==> config.mk <==
export PLATFORM = sky130hd
export DESIGN_NAME = polynomial_surface_reconstruct_top
export DESIGN_NICKNAME = d
export VERILOG_FILES = /design/src/sv/psr_pkg.sv /design/src/sv/psr_queue.sv /design/src/sv/psr_front.sv /design/src/sv/psr_back.sv /design/src/sv/polynomial_surface_reconstruct_top.sv
export SDC_FILE = /design/constraint.sdc
export NUM_CORES = 2
export LEC_CHECK = 0
export BUFFER_PORTS_ARGS = -buffer_cell sky130_fd_sc_hd__buf_2
export CAP_MARGIN = 10
export CORE_MARGIN = 5
export CORE_UTILIZATION = 65
export DETAILED_ROUTE_END_ITERATION = 12
export GPL_ROUTABILITY_DRIVEN = 0
export PLACE_DENSITY = 0.82
export SYNTH_ARGS = -nofsm -noshare
export SYNTH_HDL_FRONTEND = slang
export SYNTH_HIERARCHICAL = 1
export SYNTH_SLANG_ARGS = --single-unit
export TNS_END_PERCENT = 100
==> constraint.sdc <==
create_clock -name clk -period 14.5 [get_ports clk]
set_clock_uncertainty 0.1 [all_clocks]
set_input_delay 2.175 -clock clk [delete_from_list [all_inputs] [get_ports clk]]
set_output_delay 2.175 -clock clk [all_outputs]
set_load 0.03 [all_outputs]
==> src/sv/psr_pkg.sv <==
// Package for polynomial surface reconstruction.
// Holds widths, codes, degree tables, the job record and the back-end state type.
// No dependencies.
package psr_pkg;

  localparam int MAX_DIM  = 256;
  localparam int POS_W    = $clog2(MAX_DIM);
  localparam int DIM_W    = POS_W + 1;
  localparam int CFG_W    = 9;
  localparam int COORD_W  = POS_W + 2;
  localparam int DEN_W    = 3 * POS_W;
  localparam int ACC_W    = 33 + 3 * POS_W;
  localparam int MAG_W    = ACC_W - 1;
  localparam int SCALE_SH = 14;
  localparam int DV_W     = DEN_W + SCALE_SH;
  localparam int CNT_W    = $clog2(MAG_W);
  localparam int NCOEF    = 10;
  localparam int IDX_W    = 4;
  localparam int MARK_W   = NCOEF + 1;

  localparam logic CMD_LOAD = 1'b0;
  localparam logic CMD_RES  = 1'b1;

  localparam logic CFG_WIDTH  = 1'b0;
  localparam logic CFG_HEIGHT = 1'b1;

  localparam logic [1:0] ERR_OK      = 2'd0;
  localparam logic [1:0] ERR_ORDER   = 2'd1;
  localparam logic [1:0] ERR_MISSING = 2'd2;

  typedef enum logic [2:0] {
    BK_IDLE,
    BK_LOAD,
    BK_MUL,
    BK_DIV,
    BK_ACC,
    BK_OUT
  } bk_state_t;

  typedef struct packed {
    logic                      is_load;
    logic [IDX_W-1:0]          coef_idx;
    logic [31:0]               value;
    logic signed [COORD_W-1:0] u;
    logic signed [COORD_W-1:0] v;
    logic [POS_W-1:0]          su;
    logic [POS_W-1:0]          sv;
    logic [IDX_W-1:0]          nterms;
    logic [1:0]                err;
    logic                      last;
  } job_t;

  function automatic logic [1:0] deg_u(input logic [IDX_W-1:0] k);
    logic [1:0] d;
    case (k)
      4'd1, 4'd4, 4'd8: d = 2'd1;
      4'd3, 4'd7:       d = 2'd2;
      4'd6:             d = 2'd3;
      default:          d = 2'd0;
    endcase
    return d;
  endfunction

  function automatic logic [1:0] deg_v(input logic [IDX_W-1:0] k);
    logic [1:0] d;
    case (k)
      4'd2, 4'd4, 4'd7: d = 2'd1;
      4'd5, 4'd8:       d = 2'd2;
      4'd9:             d = 2'd3;
      default:          d = 2'd0;
    endcase
    return d;
  endfunction

endpackage

==> src/sv/psr_queue.sv <==
// Two-entry job queue between front and back ends.
// Depends on psr_pkg (job_t).
module psr_queue import psr_pkg::*; (
  input  logic clk,
  input  logic rst_n,
  input  logic push,
  input  job_t push_data,
  output logic full,
  input  logic pop,
  output logic empty,
  output job_t pop_data
);

  job_t       mem_r [2];
  logic       wp_r, rp_r;
  logic [1:0] cnt_r;

  assign full     = (cnt_r == 2'd2);
  assign empty    = (cnt_r == 2'd0);
  assign pop_data = mem_r[rp_r];

  always_ff @(posedge clk) begin
    if (!rst_n) begin
      wp_r  <= 1'b0;
      rp_r  <= 1'b0;
      cnt_r <= 2'd0;
    end else begin
      if (push && !full) wp_r <= ~wp_r;
      if (pop && !empty) rp_r <= ~rp_r;
      cnt_r <= cnt_r + 2'(push && !full) - 2'(pop && !empty);
    end
  end

  always_ff @(posedge clk) begin
    if (push && !full) mem_r[wp_r] <= push_data;
  end

endmodule

==> src/sv/psr_front.sv <==
// Front end: block size registers, load marks, order word and raster position.
// Turns coefficient loads and residuals into jobs for the back end. Depends on psr_pkg.
module psr_front import psr_pkg::*; (
  input  logic             clk,
  input  logic             rst_n,
  input  logic             cfg_we,
  input  logic             cfg_index,
  input  logic [CFG_W-1:0] cfg_wdata,
  input  logic             in_push,
  input  logic             in_cmd,
  input  logic [IDX_W-1:0] in_param_index,
  input  logic [31:0]      in_param_value,
  input  logic [31:0]      in_residual,
  input  logic             q_full,
  output logic             q_push,
  output job_t             q_data
);

  logic [CFG_W-1:0]  cfg_w_r, cfg_h_r;
  logic [POS_W-1:0]  col_r, row_r, col_nxt, row_nxt;
  logic [MARK_W-1:0] marks_r, marks_nxt, need;
  logic [31:0]       order_r, order_nxt;
  logic [DIM_W-1:0]  w, h;
  logic [POS_W-1:0]  wm1, hm1, x, y;
  logic              accept, last_col, last_row;
  logic [IDX_W-1:0]  nterms;
  logic [1:0]        err;

  function automatic logic [DIM_W-1:0] eff_dim(input logic [CFG_W-1:0] d);
    logic [DIM_W-1:0] r;
    if (d == '0) r = DIM_W'(1);
    else if (int'(d) > MAX_DIM) r = DIM_W'(MAX_DIM);
    else r = DIM_W'(d);
    return r;
  endfunction

  always_comb begin
    w        = eff_dim(cfg_w_r);
    h        = eff_dim(cfg_h_r);
    wm1      = POS_W'(w - DIM_W'(1));
    hm1      = POS_W'(h - DIM_W'(1));
    x        = (DIM_W'(col_r) < w) ? col_r : wm1;
    y        = (DIM_W'(row_r) < h) ? row_r : hm1;
    last_col = (x == wm1);
    last_row = (y == hm1);
    accept   = in_push && !q_full;

    nterms = '0;
    need   = '0;
    err    = ERR_OK;
    if (!marks_r[0]) begin
      err = ERR_ORDER;
    end else begin
      case (order_r)
        32'd1:   begin nterms = 4'd3;  need = MARK_W'(11'h00E); end
        32'd2:   begin nterms = 4'd6;  need = MARK_W'(11'h07E); end
        32'd3:   begin nterms = 4'd10; need = MARK_W'(11'h7FE); end
        default: err = ERR_ORDER;
      endcase
      if (err == ERR_OK && (marks_r & need) != need) err = ERR_MISSING;
    end

    q_data.is_load  = (in_cmd == CMD_LOAD);
    q_data.coef_idx = in_param_index;
    q_data.value    = (in_cmd == CMD_LOAD) ? in_param_value : in_residual;
    q_data.u        = $signed({1'b0, x, 1'b0}) - $signed({2'b00, wm1});
    q_data.v        = $signed({1'b0, y, 1'b0}) - $signed({2'b00, hm1});
    q_data.su       = (w > DIM_W'(1)) ? wm1 : POS_W'(1);
    q_data.sv       = (h > DIM_W'(1)) ? hm1 : POS_W'(1);
    q_data.nterms   = nterms;
    q_data.err      = err;
    q_data.last     = last_col && last_row;

    q_push    = 1'b0;
    col_nxt   = col_r;
    row_nxt   = row_r;
    marks_nxt = marks_r;
    order_nxt = order_r;
    if (accept) begin
      if (in_cmd == CMD_LOAD) begin
        if (in_param_index == '0) begin
          order_nxt  = in_param_value;
          marks_nxt[0] = 1'b1;
        end else if (int'(in_param_index) <= NCOEF) begin
          marks_nxt[in_param_index] = 1'b1;
          q_push = 1'b1;
        end
      end else begin
        q_push = 1'b1;
        if (last_col && last_row) begin
          col_nxt   = '0;
          row_nxt   = '0;
          marks_nxt = '0;
        end else if (last_col) begin
          col_nxt = '0;
          row_nxt = y + POS_W'(1);
        end else begin
          col_nxt = x + POS_W'(1);
          row_nxt = y;
        end
      end
    end
  end

  always_ff @(posedge clk) begin
    if (!rst_n) begin
      cfg_w_r <= CFG_W'(1);
      cfg_h_r <= CFG_W'(1);
      col_r   <= '0;
      row_r   <= '0;
      marks_r <= '0;
      order_r <= '0;
    end else begin
      if (cfg_we) begin
        unique case (cfg_index)
          CFG_WIDTH:  cfg_w_r <= cfg_wdata;
          CFG_HEIGHT: cfg_h_r <= cfg_wdata;
        endcase
      end
      col_r   <= col_nxt;
      row_r   <= row_nxt;
      marks_r <= marks_nxt;
      order_r <= order_nxt;
    end
  end

endmodule

==> src/sv/psr_back.sv <==
// Back end: coefficient store, term sequencer with shared numerator and denominator multipliers and
// restoring divider, prediction accumulator and result register. Depends on psr_pkg.
module psr_back import psr_pkg::*; (
  input  logic        clk,
  input  logic        rst_n,
  input  logic        q_empty,
  input  job_t        q_data,
  output logic        q_pop,
  input  logic        out_pop,
  output logic        out_empty,
  output logic [31:0] out_sample,
  output logic        out_last_of_block,
  output logic [1:0]  out_error_code
);

  bk_state_t                  state_r, state_nxt;
  job_t                       job_r, job_nxt;
  logic [31:0]                coef_r [NCOEF];
  logic                       coef_we;
  logic [IDX_W-1:0]           k_r, k_nxt;
  logic [1:0]                 j_r, j_nxt, du, dsum;
  logic signed [ACC_W-1:0]    acc_r, acc_nxt;
  logic [DEN_W-1:0]           den_r, den_nxt;
  logic [MAG_W-1:0]           mag_r, mag_nxt;
  logic [DV_W-1:0]            rem_r, rem_nxt;
  logic [CNT_W-1:0]           cnt_r, cnt_nxt;
  logic                       neg_r, neg_nxt;
  logic [31:0]                pred_r, pred_nxt;
  logic                       ov_r, ov_nxt, olast_r, olast_nxt;
  logic [31:0]                osmp_r, osmp_nxt;
  logic [1:0]                 oerr_r, oerr_nxt;
  logic signed [COORD_W-1:0]  fac;
  logic [POS_W-1:0]           dfac;
  logic signed [ACC_W+COORD_W-1:0] prod;
  logic [DEN_W+POS_W-1:0]     dprod;
  logic [DV_W:0]              sh, dv;
  logic [ACC_W-1:0]           absacc;

  assign out_empty         = !ov_r;
  assign out_sample        = osmp_r;
  assign out_last_of_block = olast_r;
  assign out_error_code    = oerr_r;

  always_comb begin
    du     = deg_u(k_r);
    dsum   = du + deg_v(k_r);
    fac    = (j_r < du) ? job_r.u : job_r.v;
    dfac   = (j_r < du) ? job_r.su : job_r.sv;
    prod   = acc_r * fac;
    dprod  = den_r * dfac;
    absacc = acc_r[ACC_W-1] ? ACC_W'(-acc_r) : ACC_W'(acc_r);
    sh     = {rem_r, mag_r[MAG_W-1]};
    dv     = (DV_W+1)'({den_r, {SCALE_SH{1'b0}}});

    state_nxt = state_r;
    job_nxt   = job_r;
    k_nxt     = k_r;
    j_nxt     = j_r;
    acc_nxt   = acc_r;
    den_nxt   = den_r;
    mag_nxt   = mag_r;
    rem_nxt   = rem_r;
    cnt_nxt   = cnt_r;
    neg_nxt   = neg_r;
    pred_nxt  = pred_r;
    q_pop     = 1'b0;
    coef_we   = 1'b0;
    ov_nxt    = ov_r && !out_pop;
    osmp_nxt  = osmp_r;
    olast_nxt = olast_r;
    oerr_nxt  = oerr_r;

    unique case (state_r)
      BK_IDLE: begin
        if (!q_empty) begin
          q_pop   = 1'b1;
          job_nxt = q_data;
          if (q_data.is_load) begin
            coef_we = 1'b1;
          end else if (q_data.err != ERR_OK) begin
            state_nxt = BK_OUT;
          end else begin
            k_nxt     = '0;
            pred_nxt  = '0;
            state_nxt = BK_LOAD;
          end
        end
      end
      BK_LOAD: begin
        acc_nxt   = ACC_W'($signed(coef_r[k_r]));
        den_nxt   = DEN_W'(1);
        j_nxt     = '0;
        state_nxt = BK_MUL;
      end
      BK_MUL: begin
        if (j_r == dsum) begin
          neg_nxt   = acc_r[ACC_W-1];
          mag_nxt   = absacc[MAG_W-1:0];
          rem_nxt   = '0;
          cnt_nxt   = '0;
          state_nxt = BK_DIV;
        end else begin
          acc_nxt = prod[ACC_W-1:0];
          den_nxt = dprod[DEN_W-1:0];
          j_nxt   = j_r + 2'd1;
        end
      end
      BK_DIV: begin
        if (sh >= dv) begin
          rem_nxt = DV_W'(sh - dv);
          mag_nxt = {mag_r[MAG_W-2:0], 1'b1};
        end else begin
          rem_nxt = sh[DV_W-1:0];
          mag_nxt = {mag_r[MAG_W-2:0], 1'b0};
        end
        cnt_nxt = cnt_r + CNT_W'(1);
        if (cnt_r == CNT_W'(MAG_W-1)) state_nxt = BK_ACC;
      end
      BK_ACC: begin
        pred_nxt  = neg_r ? pred_r - mag_r[31:0] : pred_r + mag_r[31:0];
        k_nxt     = k_r + IDX_W'(1);
        state_nxt = (k_r + IDX_W'(1) == job_r.nterms) ? BK_OUT : BK_LOAD;
      end
      BK_OUT: begin
        if (!ov_r || out_pop) begin
          ov_nxt    = 1'b1;
          osmp_nxt  = (job_r.err == ERR_OK) ? job_r.value + pred_r : '0;
          olast_nxt = job_r.last;
          oerr_nxt  = job_r.err;
          state_nxt = BK_IDLE;
        end
      end
      default: state_nxt = BK_IDLE;
    endcase
  end

  always_ff @(posedge clk) begin
    if (!rst_n) begin
      state_r <= BK_IDLE;
      ov_r    <= 1'b0;
    end else begin
      state_r <= state_nxt;
      ov_r    <= ov_nxt;
    end
  end

  always_ff @(posedge clk) begin
    job_r   <= job_nxt;
    k_r     <= k_nxt;
    j_r     <= j_nxt;
    acc_r   <= acc_nxt;
    den_r   <= den_nxt;
    mag_r   <= mag_nxt;
    rem_r   <= rem_nxt;
    cnt_r   <= cnt_nxt;
    neg_r   <= neg_nxt;
    pred_r  <= pred_nxt;
    osmp_r  <= osmp_nxt;
    olast_r <= olast_nxt;
    oerr_r  <= oerr_nxt;
    if (coef_we) coef_r[q_data.coef_idx - IDX_W'(1)] <= q_data.value;
  end

endmodule

==> src/sv/polynomial_surface_reconstruct_top.sv <==
// Top level of polynomial surface reconstruction.
// Instantiates psr_front, psr_queue and psr_back; depends on psr_pkg.
//
//  channel | direction | handshake        | payload
//  cfg     | in        | cfg_we           | cfg_index, cfg_wdata
//  in      | in        | in_push/in_full  | cmd, param_index, param_value, residual
//  out     | out       | out_pop/out_empty| sample, last_of_block, error_code
//
// Order words and ignored loads end in the front end; coefficient loads are written
// by the back end from idle. A residual in error goes straight to the output state; a
// good one runs, per term, load, multiply, a 56-step shared divide and accumulate.
// Synchronous active-low reset; no clearing pass. Front and back stall separately
// through a two-entry queue; one finished result waits in the output register.
module polynomial_surface_reconstruct_top import psr_pkg::*; (
  input  logic             clk,
  input  logic             rst_n,
  input  logic             cfg_we,
  input  logic             cfg_index,
  input  logic [CFG_W-1:0] cfg_wdata,
  input  logic             in_push,
  output logic             in_full,
  input  logic             in_cmd,
  input  logic [IDX_W-1:0] in_param_index,
  input  logic [31:0]      in_param_value,
  input  logic [31:0]      in_residual,
  output logic             out_empty,
  input  logic             out_pop,
  output logic [31:0]      out_sample,
  output logic             out_last_of_block,
  output logic [1:0]       out_error_code
);

  logic q_push, q_full, q_pop, q_empty;
  job_t q_in, q_out;

  assign in_full = q_full;

  psr_front u_front (
    .clk, .rst_n, .cfg_we, .cfg_index, .cfg_wdata,
    .in_push, .in_cmd, .in_param_index, .in_param_value, .in_residual,
    .q_full, .q_push, .q_data(q_in)
  );

  psr_queue u_queue (
    .clk, .rst_n, .push(q_push), .push_data(q_in), .full(q_full),
    .pop(q_pop), .empty(q_empty), .pop_data(q_out)
  );

  psr_back u_back (
    .clk, .rst_n, .q_empty, .q_data(q_out), .q_pop,
    .out_pop, .out_empty, .out_sample, .out_last_of_block, .out_error_code
  );

`ifndef SYNTHESIS
  a_err_zero: assert property (@(posedge clk) disable iff (!rst_n)
    (!out_empty && out_error_code != ERR_OK) |-> out_sample == '0)
    else $error("error result with nonzero sample");

  a_err_code: assert property (@(posedge clk) disable iff (!rst_n)
    !out_empty |-> (out_error_code == ERR_OK || out_error_code == ERR_ORDER ||
                    out_error_code == ERR_MISSING))
    else $error("undefined error code");

  a_reset_clear: assert property (@(posedge clk)
    !rst_n |=> (out_empty && !in_full))
    else $error("not empty after reset");
`endif

endmodule

==> results.py <==
metrics = {
    "clocking": {
        "ctsHtreeMaxLevel": 3,
        "clockRootBuffer": "clkbuf_16",
        "post_cts_buffers": 0,
        "ctsResizeCount": 0,
        "cts_sinks": 900,
        "clk_pin_slew_worst_paths_ns": 0.06,
        "clockBufferDepth": 3,
        "numCtsBuffers": 95,
        "tritoncts": "yes",
        "cts-hold-fix-buffers": 0,
        "clkLatencyLatePin_ns": 0.70,
    },
    "synth": {
        "syn-mean-instance-area_um2": 11.0,
        "synthMuxAreaShare_pct": 6.60,
        "synth-edff-count": 810,
        "synth_cells": 5861,
        "ys_warn_count": 6,
        "seq_area_frac_synth_pct": 40.6,
        "ys_ff_latch": 900,
        "synth_top_family_by_area": "adder cells",
        "synthAdderAreaFrac_pct": 21.4,
        "synth-simple-area-share_pct": 13.0,
        "synth_ff_type": "edfxtp_1",
        "synth-async-reset-ratio_pct": 0,
        "synth-compound-area-share_pct": 8.73,
        "synth_area_um2": 64400,
        "synth-xor-area-share_pct": 3.93,
        "syn_nets": 6742,
        "synth.distinct_cells": 97,
    },
    "detailed_routing": {
        "drt-wirelength-per-cell_um": 22.5,
        "firstDrtPassIters": 8,
        "wirelength_mm": 163,
        "drc": 0,
        "drtIter0Drc": 5265,
        "detail-route-antenna-nets": 0,
        "num_vias": 45463,
        "via_per_inst": 6.31,
    },
    "worst_setup_path": {
        "cp-endpoint": "u_back/acc_r[54]$_DFFE_PP_",
        "critPathKind": "register to register",
        "crit_fanout": 49,
        "cpLargestDelayFamily": "adder cells",
        "cp_slowest_cell": "mux2_2",
        "crit_start": "u_back/k_r[0]$_DFFE_PP_",
        "r2r_start": "u_back/k_r[0]$_DFFE_PP_",
        "critical_path.most_common_cell": "fa_1",
        "cp.depth": 28,
        "r2r_slack_ns": 4.91,
        "reg2reg_depth": 28,
        "cp-start-kind": "register",
        "crit_path_end_kind": "register",
        "r2r-end": "u_back/acc_r[54]$_DFFE_PP_",
        "critical_path_buf_inv_count": 4,
        "required_ns": 14.79,
        "worstPathArrival_ns": 9.88,
        "max_stage_delay_ns": 0.97,
    },
    "sta": {
        "min_period_ns": 9.59,
        "tns_ns": 0,
        "finalCritPeriodShare_pct": 66.1,
        "setup_viol": 0,
        "max_freq_mhz": 104,
        "rsz0062_at_grt": "no",
        "worst_pin_slew_ns": 1.29,
        "slew_violations": 0,
        "hold_viol": 0,
        "slew_headroom_pct": 13.7,
    },
    "floorplanning": {
        "dieArea_um2": 105000,
        "num_rows": 115,
        "start_util_pct": 65.4,
        "coreArea_um2": 98400,
        "boundaryPins": 121,
        "fp.dieH_um": 325,
        "die_w_um": 325,
    },
    "global_route": {
        "grt.total_usage_pct": 30.8,
        "grt_pass1_wl_mm": 258,
        "antenna_found_initial": 7,
        "gr-total-overflow": 0,
        "grt_pass1_vias": 46447,
        "grt_max_degree": 81,
    },
    "place": {
        "hpwl_mm": 110,
        "io_buffer_count": 120,
    },
    "flow_run": {
        "drv_cap": 0,
    },
    "finish": {
        "syn_to_final_growth_pct": 7.14,
        "multiInputGateArea_um2": 34700,
        "nets": 6724,
        "regArea_um2": 26100,
        "drive_gt1_share_pct": 10.6,
        "nFillCells": 6670,
    },
    "outcome": {
        "status": "finished, final reports clean",
    },
    "worst_hold_path": {
        "hold_path.class": "register to register",
    },
}
## Yosys cell counts (64+ instances only)
master | instances | area [µm²]
nor2_1 | 378 | 1420
dfxtp_1 | 90 | 1800
edfxtp_1 | 810 | 24300
o21ai_0 | 244 | 1220
nand2_1 | 708 | 2660
mux2_2 | 84 | 946
xnor2_1 | 153 | 1340
mux2i_1 | 66 | 661
fa_1 | 510 | 10200
mux4_2 | 64 | 1440
clkbuf_1 | 232 | 871
nand3_1 | 71 | 355
nor2b_1 | 79 | 494
ha_1 | 287 | 3590
and2_1 | 209 | 1310
inv_1 | 652 | 2450
a21o_1 | 84 | 631
xor2_1 | 129 | 1130
nor3_1 | 74 | 370
a21oi_1 | 198 | 991
mux2_4 | 80 | 1200
## worst min-delay path by stage
stage / from / end / slack [ns] / cells after the start
floorplan: u_back/job_r[0]$_DFFE_PP_ / u_back/out_last_of_block$_DFFE_PP_ / 0.30 / 0
global placement: u_back/job_r[0]$_DFFE_PP_ / u_back/out_last_of_block$_DFFE_PP_ / 0.32 / 0
detailed placement: u_front/order_r[13]$_SDFFE_PN0P_ / u_front/order_r[13]$_SDFFE_PN0P_ / 0.36 / 2
CTS: u_back/job_r[0]$_DFFE_PP_ / u_back/out_last_of_block$_DFFE_PP_ / 0.34 / 0
global route: u_back/job_r[0]$_DFFE_PP_ / u_back/out_last_of_block$_DFFE_PP_ / 0.35 / 0
finish: u_back/job_r[0]$_DFFE_PP_ / u_back/out_last_of_block$_DFFE_PP_ / 0.33 / 0
## cells by family after synthesis
family | count (synthesis)
xor+xnor | 285
compound gates | 878
simple gates | 1770
buf+inv | 937
flops | 900
mux | 294
fa+ha+maj | 797
## placed cells by master (no fill, tap or decap), types with 22 or more instances in the layout
cell and count:
edfxtp_1 810, a31oi_1 26, nor2_1 366, clkbuf_16 95
dfxtp_1 85, nor2b_1 79, nor4_1 38, o31ai_1 28
buf_4 49, mux4_2 64, clkbuf_1 22, o21a_1 36
a211oi_1 24, fa_1 510, a21boi_0 57, o21ai_0 243
nand3_1 71, or3_1 23, a21o_1 84, and2_1 209
mux2_2 84, xor2_1 129, mux2_4 80, nand2_1 707
nand4_1 28, xnor2_1 153, a21oi_1 197, inv_1 652
o211ai_1 40, nor3_1 72, buf_2 120, mux2i_1 61
ha_1 287, nand2b_1 48
## per-layer routing
metal	vias up	share of wire, %	global-route usage, %
met5	-	0.032	0
met4	8	3.9	10.3
met3	503	11	7.48
met2	2607	46	49.1
met1	22389	39	42.1
li1	19956	-	-
## through the flow
step           hold slack, ns  utilization [%]  cells  instance area [µm²]  worst slack (ns)
2_1_floorplan           0.300                -   5861                64400              3.00
3_3_place_gp            0.319             67.0   7033                65900              5.47
3_5_place_dp            0.359             67.0   7033                65900              5.20
4_1_cts                 0.342             70.1   7209                69000              5.08
5_1_grt                 0.354             70.1   7209                69000              4.57
6_report                0.334             70.1   7210                69000              4.91
## flip-flops by register name, summed over array words and instances (netlist names), 9 cells and up, named ones only
register           cells
u_front/cfg_h_r        9
u_back/coef_r        320
u_back/acc_r          57
u_front/marks_r       11
u_front/order_r       32
u_back/pred_r         32
u_back/mag_r          56
u_back/job_r          75
u_front/cfg_w_r        9
u_queue/mem_r        160
u_back/den_r          24
u_back/rem_r          38
u_back/out_sample     32
## layout make-up
| class | count | share of cell area (%) |
|---|---|---|
| diodes | 1 | 0.00363 |
| clock buffers | 119 | 3.61 |
| clock inverters | 57 | 0.861 |
| inverters | 653 | 3.55 |
| multi-input cells | 4024 | 50.4 |
| flip-flops and latches | 900 | 37.9 |
| well taps | 1287 | 2.33 |
| repair buffers | 169 | 1.40 |
Power is left out: the tool's default activity adds up to more than one toggle a clock period on the data nets, which glitch-free logic cannot reach.
